`config.mk`:
```
export PLATFORM = sky130hd
export DESIGN_NAME = dual_mode_pid_motor_controller_core
export DESIGN_NICKNAME = d
export VERILOG_FILES = /design/src/design/dmpc_pkg.sv /design/src/design/dual_mode_pid_motor_controller_core.sv /design/src/design/dmpc_sdiv.sv /design/src/design/dmpc_smul.sv
export SDC_FILE = /design/constraint.sdc
export NUM_CORES = 2
export LEC_CHECK = 0
export BUFFER_PORTS_ARGS = -buffer_cell sky130_fd_sc_hd__buf_2
export CAP_MARGIN = 5
export CORE_ASPECT_RATIO = 0.9
export CORE_MARGIN = 2
export CORE_UTILIZATION = 50
export DETAILED_ROUTE_END_ITERATION = 8
export GPL_ROUTABILITY_DRIVEN = 0
export HOLD_SLACK_MARGIN = 0.02
export PLACE_DENSITY = 0.65
export SYNTH_ARGS = -nofsm -noshare
export SYNTH_HDL_FRONTEND = slang
export SYNTH_SLANG_ARGS = --single-unit
export TNS_END_PERCENT = 5
```
`constraint.sdc`:
```
create_clock -name clk -period 36.1 [get_ports clk]
set_input_delay 3.61 -clock clk [delete_from_list [all_inputs] [get_ports clk]]
set_output_delay 3.61 -clock clk [all_outputs]
set_load 0.005 [all_outputs]
```
`src/design/dmpc_pkg.sv`:
```
// Shared types, codes and constants of the dual-mode motor controller.
package dmpc_pkg;

	localparam int ENC_W   = 16;
	localparam int ADC_W   = 12;
	localparam int FUNC_W  = 2;
	localparam int GAIN_W  = 24;
	localparam int DUTY_W  = 12;
	localparam int DIR_W   = 2;
	localparam int CFG_AW  = 3;
	localparam int WIDE_W  = 64;
	localparam int DEN_W   = 13;
	localparam int ACC_W   = 32;
	localparam int IN_DW   = 32;
	localparam int OUT_DW  = 16;

	typedef logic [FUNC_W-1:0] func_t;
	typedef logic [DIR_W-1:0]  dir_t;
	typedef logic [CFG_AW-1:0] cfg_addr_t;

	localparam func_t FUNC_TICK  = 2'd0;
	localparam func_t FUNC_SPEED = 2'd1;
	localparam func_t FUNC_POS   = 2'd2;
	localparam func_t FUNC_ZERO  = 2'd3;

	localparam dir_t DIR_STOP = 2'd0;
	localparam dir_t DIR_FWD  = 2'd1;
	localparam dir_t DIR_REV  = 2'd2;

	localparam cfg_addr_t REG_SPEED_KP = 3'd0;
	localparam cfg_addr_t REG_SPEED_KI = 3'd1;
	localparam cfg_addr_t REG_SPEED_KD = 3'd2;
	localparam cfg_addr_t REG_POS_KP   = 3'd3;
	localparam cfg_addr_t REG_POS_KI   = 3'd4;
	localparam cfg_addr_t REG_POS_KD   = 3'd5;
	localparam cfg_addr_t REG_KICK     = 3'd6;
	localparam cfg_addr_t REG_POS_MIN  = 3'd7;

	localparam logic [DEN_W-1:0] DEN_RPM  = 13'd104;
	localparam logic [DEN_W-1:0] DEN_FILT = 13'd10;
	localparam logic [DEN_W-1:0] DEN_ADC  = 13'd4095;
	localparam logic [DEN_W-1:0] DEN_INT  = 13'd50;

	localparam logic [DUTY_W-1:0] DUTY_MAX_SPEED = 12'd3599;
	localparam logic [DUTY_W-1:0] DUTY_MAX_POS   = 12'd2500;

	// Saturates a wide signed value to signed 32 bits.
	function automatic logic signed [ACC_W-1:0] sat32(input logic signed [WIDE_W-1:0] v);
		logic signed [WIDE_W-1:0] hi;
		logic signed [WIDE_W-1:0] lo;
		hi = 64'sh0000_0000_7FFF_FFFF;
		lo = -64'sh0000_0000_8000_0000;
		if (v > hi) begin
			sat32 = hi[ACC_W-1:0];
		end else if (v < lo) begin
			sat32 = lo[ACC_W-1:0];
		end else begin
			sat32 = v[ACC_W-1:0];
		end
	endfunction

endpackage

```
`src/design/dual_mode_pid_motor_controller_core.sv`:
```
// Top level of the dual-mode speed/position PID motor controller.
//
//   Channel   Signals                          Content
//   s_        tvalid tready tdata tuser        control item: tuser func, tdata count/sample
//   m_        tvalid tready tdata              result item: duty, direction, clear, mode
//   cfg_      we addr wdata                    gain and duty register writes
//
// A mode command or a position zero goes straight to the emit state. A speed
// tick runs up to four divisions on the bit-serial divider and three products
// on the bit-serial multiplier; a position tick up to three divisions and three
// products. One item is in work at a time; a finished result waits in the
// output register while the next item is taken.
// Reset restores all gains and duties to their defaults and selects speed mode.
module dual_mode_pid_motor_controller_core #(
	parameter int COUNTER_BITS = 16,
	parameter int FRAC_BITS    = 16
) (
	input  logic                                 clk,
	input  logic                                 arst_n,
	input  logic                                 s_tvalid,
	output logic                                 s_tready,
	// encoder_count [15:0], adc_sample [27:16], zero fill [31:28]
	input  logic [dmpc_pkg::IN_DW-1:0]           s_tdata,
	// func [1:0]
	input  logic [dmpc_pkg::FUNC_W-1:0]          s_tuser,
	output logic                                 m_tvalid,
	input  logic                                 m_tready,
	// pwm_duty [11:0], drive_dir [13:12], clear_counter [14], cur_mode [15]
	output logic [dmpc_pkg::OUT_DW-1:0]          m_tdata,
	input  logic                                 cfg_we,
	input  logic [dmpc_pkg::CFG_AW-1:0]          cfg_addr,
	input  logic [dmpc_pkg::GAIN_W-1:0]          cfg_wdata
);
	localparam int W  = dmpc_pkg::WIDE_W;
	localparam int AW = dmpc_pkg::ACC_W;
	localparam int GW = dmpc_pkg::GAIN_W;
	localparam int DW = dmpc_pkg::DUTY_W;

	localparam logic signed [W-1:0] I32MAX = 64'sh0000_0000_7FFF_FFFF;

	localparam logic [3:0] ST_IDLE = 4'd0;
	localparam logic [3:0] ST_RPM  = 4'd1;
	localparam logic [3:0] ST_FILT = 4'd2;
	localparam logic [3:0] ST_STGT = 4'd3;
	localparam logic [3:0] ST_ANG  = 4'd4;
	localparam logic [3:0] ST_PTGT = 4'd5;
	localparam logic [3:0] ST_IDIV = 4'd6;
	localparam logic [3:0] ST_MP   = 4'd7;
	localparam logic [3:0] ST_MI   = 4'd8;
	localparam logic [3:0] ST_MD   = 4'd9;
	localparam logic [3:0] ST_FIN  = 4'd10;
	localparam logic [3:0] ST_EMIT = 4'd11;

	logic [3:0] st_q;

	// configuration
	logic [GW-1:0] skp_q, ski_q, skd_q, pkp_q, pki_q, pkd_q;
	logic [DW-1:0] kick_q, pmin_q;

	// controller state
	logic                     mode_q;
	logic [COUNTER_BITS-1:0]  last_q;
	logic [AW-1:0]            total_q;
	logic signed [AW-1:0]     filt_q, sint_q, sprev_q, pint_q, pprev_q;

	// per-item working registers
	logic [dmpc_pkg::ADC_W-1:0] adc_q;
	logic                       neg_q;
	logic signed [W-1:0]        ang_q;
	logic signed [AW-1:0]       err_q, integ_q, deriv_q;
	logic signed [W-1:0]        sum_q;
	logic [DW-1:0]              res_duty_q;
	dmpc_pkg::dir_t             res_dir_q;
	logic                       res_clr_q;

	// output register
	logic                       ov_q;
	logic [DW-1:0]              o_duty_q;
	dmpc_pkg::dir_t             o_dir_q;
	logic                       o_clr_q, o_mode_q;

	// serial units
	logic                        dgo_q;
	logic [W-1:0]                dnum_q;
	logic [dmpc_pkg::DEN_W-1:0]  dden_q;
	logic                        ddone;
	logic [W-1:0]                dquo;
	logic [dmpc_pkg::DEN_W-1:0]  drem;
	logic                        mgo_q;
	logic signed [AW-1:0]        ma_q;
	logic [GW-1:0]               mb_q;
	logic                        mdone;
	logic signed [W-1:0]         mprod;

	dmpc_sdiv #(.NUM_W(W), .DEN_W(dmpc_pkg::DEN_W)) u_div (
		.clk(clk), .arst_n(arst_n), .go(dgo_q), .num(dnum_q), .den(dden_q),
		.done(ddone), .quo(dquo), .rem(drem)
	);

	dmpc_smul #(.A_W(AW), .B_W(GW), .P_W(W)) u_mul (
		.clk(clk), .arst_n(arst_n), .go(mgo_q), .a(ma_q), .b(mb_q),
		.done(mdone), .prod(mprod)
	);

	// combinational helpers
	logic [31:0]              enc32;
	logic [COUNTER_BITS-1:0]  now_c, dlt_c;
	logic signed [W-1:0]      delta, cnt, rpm_num, tot, t15, ang_num, ang_mag;
	logic [AW-1:0]            total_nx;
	logic [W-1:0]             adc_w, a50_num, a180_num;
	logic signed [W-1:0]      rpm_sat, filt_num, sq, tgt_w;
	logic signed [AW-1:0]     serr, perr;
	logic signed [W-1:0]      err_abs, perr_abs;
	logic signed [AW-1:0]     cur_int, cur_prev;
	logic signed [W-1:0]      int_sum, ilim, int_cl, dmul;
	logic signed [W-1:0]      term, sum_nx;
	logic signed [W-1:0]      os, op, omin, kickq, qv;
	logic [DW-1:0]            fin_duty;
	dmpc_pkg::dir_t           fin_dir;

	always_comb begin
		enc32    = {16'b0, s_tdata[dmpc_pkg::ENC_W-1:0]};
		now_c    = enc32[COUNTER_BITS-1:0];
		dlt_c    = now_c - last_q;
		delta    = W'(signed'(dlt_c));
		cnt      = (delta < 0) ? -delta : delta;
		rpm_num  = ((cnt <<< 7) - (cnt <<< 2) + cnt) <<< FRAC_BITS;
		total_nx = total_q + delta[AW-1:0];
		tot      = W'(signed'(total_nx));
		t15      = (tot <<< 4) - tot;
		ang_num  = t15 <<< FRAC_BITS;
		ang_mag  = (ang_num < 0) ? -ang_num : ang_num;

		adc_w    = W'(adc_q);
		a50_num  = ((adc_w << 5) + (adc_w << 4) + (adc_w << 1)) << FRAC_BITS;
		a180_num = ((adc_w << 7) + (adc_w << 5) + (adc_w << 4) + (adc_w << 2)) << FRAC_BITS;

		rpm_sat  = (signed'(dquo) > I32MAX) ? I32MAX : signed'(dquo);
		filt_num = ((W'(filt_q) <<< 3) - W'(filt_q)) + (rpm_sat <<< 1) + rpm_sat;

		// floored quotient of a signed dividend from its magnitude result
		sq = neg_q ? -(signed'(dquo) + W'(drem != '0)) : signed'(dquo);
		tgt_w = signed'(dquo);
		serr  = dmpc_pkg::sat32(tgt_w - W'(filt_q));
		perr  = dmpc_pkg::sat32(tgt_w - ang_q);
		err_abs  = (W'(serr) < 0) ? -W'(serr) : W'(serr);
		perr_abs = (W'(perr) < 0) ? -W'(perr) : W'(perr);

		cur_int  = mode_q ? pint_q : sint_q;
		cur_prev = mode_q ? pprev_q : sprev_q;
		int_sum  = W'(cur_int) + sq;
		ilim     = (mode_q ? 64'sd300 : 64'sd100) <<< FRAC_BITS;
		int_cl   = (int_sum > ilim) ? ilim : ((int_sum < -ilim) ? -ilim : int_sum);
		dmul     = (W'(err_q) - W'(cur_prev)) * 64'sd50;

		term   = mprod >>> 16;
		sum_nx = sum_q + term;

		// speed output shaping
		kickq = W'(kick_q) <<< FRAC_BITS;
		os = (sum_q < 0) ? 64'sd0 : ((sum_q > (64'sd3599 <<< FRAC_BITS)) ?
			(64'sd3599 <<< FRAC_BITS) : sum_q);
		if ((W'(filt_q) < (64'sd2 <<< FRAC_BITS)) && (os < kickq)) begin
			os = kickq;
		end
		// position output shaping
		omin = W'(pmin_q) <<< FRAC_BITS;
		op = (sum_q > (64'sd2500 <<< FRAC_BITS)) ? (64'sd2500 <<< FRAC_BITS) :
			((sum_q < -(64'sd2500 <<< FRAC_BITS)) ? -(64'sd2500 <<< FRAC_BITS) : sum_q);
		if (op > 0 && op < omin) begin
			op = omin;
		end else if (op < 0 && op > -omin) begin
			op = -omin;
		end
		if (op > (64'sd2500 <<< FRAC_BITS)) begin
			op = 64'sd2500 <<< FRAC_BITS;
		end else if (op < -(64'sd2500 <<< FRAC_BITS)) begin
			op = -(64'sd2500 <<< FRAC_BITS);
		end

		if (!mode_q) begin
			qv = os >>> FRAC_BITS;
			fin_duty = (qv > W'(dmpc_pkg::DUTY_MAX_SPEED)) ? dmpc_pkg::DUTY_MAX_SPEED :
				qv[DW-1:0];
			fin_dir  = dmpc_pkg::DIR_FWD;
		end else if (op > 0) begin
			qv = op >>> FRAC_BITS;
			fin_duty = qv[DW-1:0];
			fin_dir  = dmpc_pkg::DIR_FWD;
		end else if (op < 0) begin
			qv = (-op) >>> FRAC_BITS;
			fin_duty = qv[DW-1:0];
			fin_dir  = dmpc_pkg::DIR_REV;
		end else begin
			qv = '0;
			fin_duty = '0;
			fin_dir  = dmpc_pkg::DIR_STOP;
		end
	end

	// configuration registers
	always_ff @(posedge clk or negedge arst_n) begin
		if (!arst_n) begin
			skp_q  <= 24'd8585216;
			ski_q  <= 24'd8126464;
			skd_q  <= 24'd3932;
			pkp_q  <= 24'd786432;
			pki_q  <= 24'd32768;
			pkd_q  <= 24'd14418;
			kick_q <= 12'd900;
			pmin_q <= 12'd2100;
		end else if (cfg_we) begin
			case (cfg_addr)
				dmpc_pkg::REG_SPEED_KP: skp_q  <= cfg_wdata;
				dmpc_pkg::REG_SPEED_KI: ski_q  <= cfg_wdata;
				dmpc_pkg::REG_SPEED_KD: skd_q  <= cfg_wdata;
				dmpc_pkg::REG_POS_KP:   pkp_q  <= cfg_wdata;
				dmpc_pkg::REG_POS_KI:   pki_q  <= cfg_wdata;
				dmpc_pkg::REG_POS_KD:   pkd_q  <= cfg_wdata;
				dmpc_pkg::REG_KICK:     kick_q <= cfg_wdata[DW-1:0];
				dmpc_pkg::REG_POS_MIN:  pmin_q <= cfg_wdata[DW-1:0];
				default: ;
			endcase
		end
	end

	// sequencer
	always_ff @(posedge clk or negedge arst_n) begin
		if (!arst_n) begin
			st_q    <= ST_IDLE;
			mode_q  <= 1'b0;
			last_q  <= '0;
			total_q <= '0;
			filt_q  <= '0;
			sint_q  <= '0;
			sprev_q <= '0;
			pint_q  <= '0;
			pprev_q <= '0;
			dgo_q   <= 1'b0;
			mgo_q   <= 1'b0;
			ov_q    <= 1'b0;
		end else begin
			dgo_q <= 1'b0;
			mgo_q <= 1'b0;
			// The emit state reloads the output register itself.
			if (ov_q && m_tready && st_q != ST_EMIT) begin
				ov_q <= 1'b0;
			end
			case (st_q)
				ST_IDLE: begin
					if (s_tvalid) begin
						adc_q      <= s_tdata[dmpc_pkg::ENC_W +: dmpc_pkg::ADC_W];
						res_duty_q <= '0;
						res_dir_q  <= dmpc_pkg::DIR_STOP;
						res_clr_q  <= 1'b0;
						case (s_tuser)
							dmpc_pkg::FUNC_SPEED, dmpc_pkg::FUNC_POS: begin
								sint_q  <= '0;
								sprev_q <= '0;
								pint_q  <= '0;
								pprev_q <= '0;
								if (s_tuser == dmpc_pkg::FUNC_POS) begin
									mode_q    <= 1'b1;
									last_q    <= '0;
									total_q   <= '0;
									res_clr_q <= 1'b1;
								end else begin
									mode_q <= 1'b0;
									last_q <= now_c;
									filt_q <= '0;
								end
								st_q <= ST_EMIT;
							end
							dmpc_pkg::FUNC_ZERO: begin
								// In speed mode the command is dropped without a result.
								if (mode_q) begin
									last_q    <= '0;
									total_q   <= '0;
									pint_q    <= '0;
									pprev_q   <= '0;
									res_clr_q <= 1'b1;
									st_q      <= ST_EMIT;
								end
							end
							default: begin
								last_q <= now_c;
								dgo_q  <= 1'b1;
								dden_q <= dmpc_pkg::DEN_RPM;
								if (mode_q) begin
									total_q <= total_nx;
									neg_q   <= ang_num < 0;
									dnum_q  <= ang_mag;
									st_q    <= ST_ANG;
								end else begin
									neg_q  <= 1'b0;
									dnum_q <= rpm_num;
									st_q   <= ST_RPM;
								end
							end
						endcase
					end
				end
				ST_RPM: if (ddone) begin
					dgo_q  <= 1'b1;
					dnum_q <= filt_num;
					dden_q <= dmpc_pkg::DEN_FILT;
					st_q   <= ST_FILT;
				end
				ST_FILT: if (ddone) begin
					filt_q <= dquo[AW-1:0];
					dgo_q  <= 1'b1;
					dnum_q <= a50_num;
					dden_q <= dmpc_pkg::DEN_ADC;
					st_q   <= ST_STGT;
				end
				ST_STGT: if (ddone) begin
					if (tgt_w < (64'sd3 <<< FRAC_BITS)) begin
						sint_q  <= '0;
						sprev_q <= '0;
						st_q    <= ST_EMIT;
					end else begin
						err_q  <= serr;
						neg_q  <= serr < 0;
						dgo_q  <= 1'b1;
						dnum_q <= err_abs;
						dden_q <= dmpc_pkg::DEN_INT;
						st_q   <= ST_IDIV;
					end
				end
				ST_ANG: if (ddone) begin
					ang_q  <= sq;
					neg_q  <= 1'b0;
					dgo_q  <= 1'b1;
					dnum_q <= a180_num;
					dden_q <= dmpc_pkg::DEN_ADC;
					st_q   <= ST_PTGT;
				end
				ST_PTGT: if (ddone) begin
					if (perr_abs <= (64'sd2 <<< FRAC_BITS)) begin
						pint_q  <= '0;
						pprev_q <= '0;
						st_q    <= ST_EMIT;
					end else begin
						err_q  <= perr;
						neg_q  <= perr < 0;
						dgo_q  <= 1'b1;
						dnum_q <= perr_abs;
						dden_q <= dmpc_pkg::DEN_INT;
						st_q   <= ST_IDIV;
					end
				end
				ST_IDIV: if (ddone) begin
					integ_q <= int_cl[AW-1:0];
					deriv_q <= dmpc_pkg::sat32(dmul);
					if (mode_q) begin
						pint_q  <= int_cl[AW-1:0];
						pprev_q <= err_q;
					end else begin
						sint_q  <= int_cl[AW-1:0];
						sprev_q <= err_q;
					end
					sum_q <= '0;
					mgo_q <= 1'b1;
					ma_q  <= err_q;
					mb_q  <= mode_q ? pkp_q : skp_q;
					st_q  <= ST_MP;
				end
				ST_MP: if (mdone) begin
					sum_q <= sum_nx;
					mgo_q <= 1'b1;
					ma_q  <= integ_q;
					mb_q  <= mode_q ? pki_q : ski_q;
					st_q  <= ST_MI;
				end
				ST_MI: if (mdone) begin
					sum_q <= sum_nx;
					mgo_q <= 1'b1;
					ma_q  <= deriv_q;
					mb_q  <= mode_q ? pkd_q : skd_q;
					st_q  <= ST_MD;
				end
				ST_MD: if (mdone) begin
					sum_q <= sum_nx;
					st_q  <= ST_FIN;
				end
				ST_FIN: begin
					res_duty_q <= fin_duty;
					res_dir_q  <= fin_dir;
					st_q       <= ST_EMIT;
				end
				ST_EMIT: begin
					if (!ov_q || m_tready) begin
						ov_q     <= 1'b1;
						o_duty_q <= res_duty_q;
						o_dir_q  <= res_dir_q;
						o_clr_q  <= res_clr_q;
						o_mode_q <= mode_q;
						st_q     <= ST_IDLE;
					end
				end
				default: st_q <= ST_IDLE;
			endcase
		end
	end

	assign s_tready = (st_q == ST_IDLE);
	assign m_tvalid = ov_q;
	assign m_tdata  = {o_mode_q, o_clr_q, o_dir_q, o_duty_q};
endmodule

```
`src/design/dmpc_sdiv.sv`:
```
// Bit-serial restoring divider: one quotient bit per cycle.
module dmpc_sdiv #(
	parameter int NUM_W = 64,
	parameter int DEN_W = 13
) (
	input  logic             clk,
	input  logic             arst_n,
	input  logic             go,
	input  logic [NUM_W-1:0] num,
	input  logic [DEN_W-1:0] den,
	output logic             done,
	output logic [NUM_W-1:0] quo,
	output logic [DEN_W-1:0] rem
);
	localparam int CW = $clog2(NUM_W + 1);

	logic [CW-1:0]    cnt_q;
	logic             busy_q;
	logic             done_q;
	logic [NUM_W-1:0] quo_q;
	logic [DEN_W-1:0] rem_q;
	logic [DEN_W-1:0] den_q;
	logic [DEN_W:0]   trial;
	logic             fits;
	logic [DEN_W:0]   diff;

	always_comb begin
		trial = {rem_q, quo_q[NUM_W-1]};
		fits  = trial >= {1'b0, den_q};
		diff  = trial - {1'b0, den_q};
	end

	always_ff @(posedge clk or negedge arst_n) begin
		if (!arst_n) begin
			cnt_q  <= '0;
			busy_q <= 1'b0;
			done_q <= 1'b0;
		end else begin
			done_q <= 1'b0;
			if (go) begin
				cnt_q  <= CW'(NUM_W);
				busy_q <= 1'b1;
			end else if (busy_q) begin
				cnt_q <= cnt_q - 1'b1;
				if (cnt_q == CW'(1)) begin
					busy_q <= 1'b0;
					done_q <= 1'b1;
				end
			end
		end
	end

	always_ff @(posedge clk) begin
		if (go) begin
			quo_q <= num;
			rem_q <= '0;
			den_q <= den;
		end else if (busy_q) begin
			quo_q <= {quo_q[NUM_W-2:0], fits};
			rem_q <= fits ? diff[DEN_W-1:0] : trial[DEN_W-1:0];
		end
	end

	assign done = done_q;
	assign quo  = quo_q;
	assign rem  = rem_q;
endmodule

```
`src/design/dmpc_smul.sv`:
```
// Bit-serial shift-add multiplier: signed operand times unsigned gain, one gain bit a cycle.
module dmpc_smul #(
	parameter int A_W = 32,
	parameter int B_W = 24,
	parameter int P_W = 64
) (
	input  logic                  clk,
	input  logic                  arst_n,
	input  logic                  go,
	input  logic signed [A_W-1:0] a,
	input  logic        [B_W-1:0] b,
	output logic                  done,
	output logic signed [P_W-1:0] prod
);
	localparam int CW = $clog2(B_W + 1);

	logic [CW-1:0]         cnt_q;
	logic                  busy_q;
	logic                  done_q;
	logic signed [P_W-1:0] acc_q;
	logic signed [P_W-1:0] m_q;
	logic [B_W-1:0]        b_q;

	always_ff @(posedge clk or negedge arst_n) begin
		if (!arst_n) begin
			cnt_q  <= '0;
			busy_q <= 1'b0;
			done_q <= 1'b0;
		end else begin
			done_q <= 1'b0;
			if (go) begin
				cnt_q  <= CW'(B_W);
				busy_q <= 1'b1;
			end else if (busy_q) begin
				cnt_q <= cnt_q - 1'b1;
				if (cnt_q == CW'(1)) begin
					busy_q <= 1'b0;
					done_q <= 1'b1;
				end
			end
		end
	end

	always_ff @(posedge clk) begin
		if (go) begin
			acc_q <= '0;
			m_q   <= P_W'(a);
			b_q   <= b;
		end else if (busy_q) begin
			if (b_q[0]) begin
				acc_q <= acc_q + m_q;
			end
			m_q <= m_q <<< 1;
			b_q <= b_q >> 1;
		end
	end

	assign done = done_q;
	assign prod = acc_q;
endmodule

```
==> summary.txt <==
========================================================================================================
Combinational share of power ..............................................................        31.1%
Number of non-filler instances in the completed layout ....................................        12800
Maximum number of pins on one net before global-route repair ..............................          140
Startpoint of the worst hold path ......................................................... dden_q[1]$_DFFE_PP_
Timing-limited maximum frequency ..........................................................   0.0779 GHz
Uppermost routed layer ....................................................................         met5
Normalized max-slew margin ................................................................        5.27%
Number of sinks on the clock net ..........................................................         1029
Met3 wirelength from detailed routing .....................................................     18400 um
Source of the worst register-to-register timing path ...................................... u_div.rem[3]$_SDFFE_PP0P_
Via/cell ratio ............................................................................         6.13
Via count of the first global-routing pass ................................................        75500
FF-to-FF path depth .......................................................................           39
Fraction of final layout cells with drive strength greater than 1 .........................        8.10%
Fraction of power consumed by the clock network ...........................................        33.3%
Post-synth EDFFs ..........................................................................          552
Via count .................................................................................        78400
Min setup slack post-route ................................................................     23.26 ns
Post-synth ARST share .....................................................................        38.9%
Clock root cell ........................................................................... sky130_fd_sc_hd__clkbuf_16
Data arrival time of the critical path ....................................................     13.49 ns
Post-route core utilization ...............................................................        54.3%
Switching power ...........................................................................      1.26 mW
Endpoint of the lowest-slack register-to-register path .................................... integ_q[22]$_DFFE_PP_
Internal Pwr Total ........................................................................      2.48 mW
Least-Margin Pin Slew .....................................................................      1.41 ns
Reg-to-reg setup timing slack .............................................................     23.84 ns
Detail Placement HPWL .....................................................................    211000 um
Category of the worst setup path capture point ............................................    flip-flop
Synthesized area ..........................................................................   91200 um^2
Post-synth top area share .................................................................        18.2%
Sum of routed wire segments on met1 .......................................................    116000 um
Input/output buffers ......................................................................           79
Global-route wire length before repair ....................................................    428000 um
Setup repair after global routing missed its margin .......................................        false
Max-cap viol count ........................................................................            0
Endpoint required time on the critical path ...............................................     36.75 ns
Count of final max-slew check failures ....................................................            0
Post-route DRC ............................................................................            0
Cell taking the most area after synthesis ................................................. sky130_fd_sc_hd__edfxtp_1
Leading cell types by total area after synthesis .......................................... sky130_fd_sc_hd__edfxtp_1 (18%), sky130_fd_sc_hd__ha_1 (12%), sky130_fd_sc_hd__dfrtp_1 (10%)
Setup TNS .................................................................................         0 ns
Die Y .....................................................................................       409 um
Seq cells post-synth ......................................................................         1029
Min cycle time layout .....................................................................     12.84 ns
Period utilization ........................................................................        35.6%
Slowest cell delay on critical path .......................................................      0.96 ns
Met2 WL ...................................................................................    124000 um
Mean cell area of the mapped netlist ......................................................    8.90 um^2
Sw Share ..................................................................................        33.8%
Count of unique library cells instantiated by Yosys .......................................          120
Dpl cells .................................................................................        12600
Area Growth Syn to Fin ....................................................................        7.88%
Placement Setup Slack .....................................................................     22.68 ns
Design Power ..............................................................................      3.74 mW
Main flop type after synthesis ............................................................ sky130_fd_sc_hd__edfxtp_1
Count of mapped cells out of synthesis ....................................................        10300
PostCTS Resize Cnt ........................................................................            0
Critical path class ....................................................................... input port to flip-flop
Synth Warn # ..............................................................................            0
Sequential share of power .................................................................        35.7%
Post-detailed-routing wire length .........................................................    275000 um
Final-report hold violation count .........................................................            0
Highest net fanout along the worst path ...................................................           25
Reported leakage power ....................................................................      43.1 nW
Min-Delay Endpoint ........................................................................ u_div.den_q[1]$_DFFE_PP_
Post CTS Setup Buffer Count ...............................................................            0
First drt pass iteration count ............................................................            6
Run status ................................................................................    completed
Initial antenna violation count ...........................................................            7
Power density relative to cell area ....................................................... 38.0 nW/um^2
Overall global routing resource usage .....................................................        28.9%
Crit-path slowest cell .................................................................... sky130_fd_sc_hd__a2111oi_0
Startpoint type of the worst setup path ...................................................   input port
Clock latency on the worst-skew pair ......................................................      0.80 ns
Total number of nets in the final design ..................................................        11400
CTS tree ..................................................................................         done
Number of buffers between clock root and the deepest sink .................................            3
Level count of the clock H-tree ...........................................................            3
Fin Clk Skew ..............................................................................    0.0773 ns
Core Box Area .............................................................................  181000 um^2
Hold buffers post-CTS .....................................................................            0
Hold depth ................................................................................            0
Total clock buffers created by CTS ........................................................          115
Worst min path class ...................................................................... flip-flop to flip-flop
FP Rows ...................................................................................          148
Worst ir drop on vdd ......................................................................      67.7 uV
Post-synthesis sequential area ratio ......................................................        30.9%
Setup violation total in the final timing report ..........................................            0
Congestion Overflow GR ....................................................................            0
Commonest cells in the synthesized netlist ................................................ sky130_fd_sc_hd__ha_1 (896), sky130_fd_sc_hd__nand2_1 (863), sky130_fd_sc_hd__inv_1 (855), sky130_fd_sc_hd__a21oi_1 (825), sky130_fd_sc_hd__nor2_1 (808)
Top-count cell post-synth ................................................................. sky130_fd_sc_hd__ha_1
Starting Density ..........................................................................        50.4%
Residual antenna-violating net count after detailed routing ...............................            0
Die outline width .........................................................................       454 um
Num ports .................................................................................           84
Drt initial violations ....................................................................         6905
Post-CTS clock slew at the launch and capture registers of the worst setup and hold paths .      0.06 ns
Full die area .............................................................................  186000 um^2
Final routed wire length divided by cell count ............................................      21.5 um
========================================================================================================
-- logic make-up (layout without fill, tap and decap cells) --
family	Yosys count	count (layout)	share of synthesized area, %
flip-flops	1029	1029	30.9
AO/OA/AOI/OAI	2897	2897	20.6
AND/OR/NAND/NOR	2975	2975	15.6
adder cells (fa/ha/maj)	1098	1098	16.7
other	2	85	0.00823
multiplexers	395	395	4.82
buffers and inverters	1207	1248	5.10
XOR/XNOR	652	652	6.26
-- sequential cells by signal, indices dropped and copies added (netlist names), 32 cells and up --
name / flops
ang_q: 64
dnum_q: 64
sum_q: 64
u_div.quo: 64
u_mul.m_q: 64
u_mul.prod: 64
deriv_q: 32
err_q: 32
filt_q: 32
integ_q: 32
ma_q: 32
pint_q: 32
pprev_q: 32
sint_q: 32
sprev_q: 32
total_q: 32
-- critical path: cells and delay by family --
family	cells	cell delay (ns)
compound gates	18	5.41
simple gates	6	1.40
fa+ha+maj	3	1.06
buf+inv	2	1.01
xor+xnor	3	0.98
-- power groups by stage --
stage	combinational, mW	clock [mW]	sequential (mW)
after floorplan	0.840	0	1.35
after global placement	1.12	0	1.35
after detailed placement	1.14	0	1.36
after CTS	1.15	1.27	1.33
after global routing	1.28	1.31	1.34
final	1.16	1.24	1.33
-- layer usage --
metal | track usage, % | vias up
li1 | - | 37100
met1 | 37.8 | 38000
met2 | 46.4 | 2706
met3 | 4.30 | 610
met4 | 15.1 | 6
met5 | 0 | -
-- placed cells by master (no fill, tap or decap), types with 89 or more instances in the layout --
master / n
sky130_fd_sc_hd__ha_1: 896
sky130_fd_sc_hd__nand2_1: 860
sky130_fd_sc_hd__inv_1: 854
sky130_fd_sc_hd__a21oi_1: 821
sky130_fd_sc_hd__nor2_1: 797
sky130_fd_sc_hd__o21ai_0: 575
sky130_fd_sc_hd__edfxtp_1: 552
sky130_fd_sc_hd__xnor2_1: 410
sky130_fd_sc_hd__dfrtp_1: 364
sky130_fd_sc_hd__a21o_1: 334
sky130_fd_sc_hd__mux2_2: 268
sky130_fd_sc_hd__xor2_1: 241
sky130_fd_sc_hd__nand3_1: 217
sky130_fd_sc_hd__nor3_1: 215
sky130_fd_sc_hd__fa_1: 202
sky130_fd_sc_hd__a211oi_1: 151
sky130_fd_sc_hd__nand2b_1: 127
sky130_fd_sc_hd__nand4_1: 124
sky130_fd_sc_hd__o21bai_1: 118
sky130_fd_sc_hd__clkbuf_16: 118
sky130_fd_sc_hd__nor2b_1: 110
sky130_fd_sc_hd__a31oi_1: 107
sky130_fd_sc_hd__mux2i_1: 104
sky130_fd_sc_hd__o21a_1: 103
sky130_fd_sc_hd__a22o_1: 90
sky130_fd_sc_hd__buf_4: 89
-- final cells by class --
class                      instances  area (um^2)
sequential                      1029        28200
fill                           16500        82700
multi-input combinational       8101        58900
timing repair buffer             169         1090
inverter                         859         3220
clock inverter                    59          724
antenna                            1         2.50
clock buffer                     161         3250
tap                             2400         3000
-- worst max path at each step --
stage                                      end                    from  depth (start not counted)  slack [ns]
final                     dnum_q[63]$_DFFE_PP_             s_tdata[12]                         32       23.26
after global routing      dnum_q[63]$_DFFE_PP_              s_tdata[1]                         34       22.69
after CTS                 dnum_q[63]$_DFFE_PP_              s_tdata[1]                         34       23.50
after detailed placement  dnum_q[63]$_DFFE_PP_              s_tdata[1]                         34       22.68
after global placement    dnum_q[63]$_DFFE_PP_              s_tdata[1]                         34       22.90
after floorplan            dnum_q[0]$_DFFE_PP_  u_div.quo[0]$_DFFE_PP_                         28       22.83
-- through the flow --
stage,hold WS [ns],area [um^2]
2_1_floorplan,0.400,91500
3_3_place_gp,0.402,94400
3_5_place_dp,0.405,94400
4_1_cts,0.418,98400
5_1_grt,0.426,98400
6_report,0.419,98400
(Power assumes the default switching activity.)
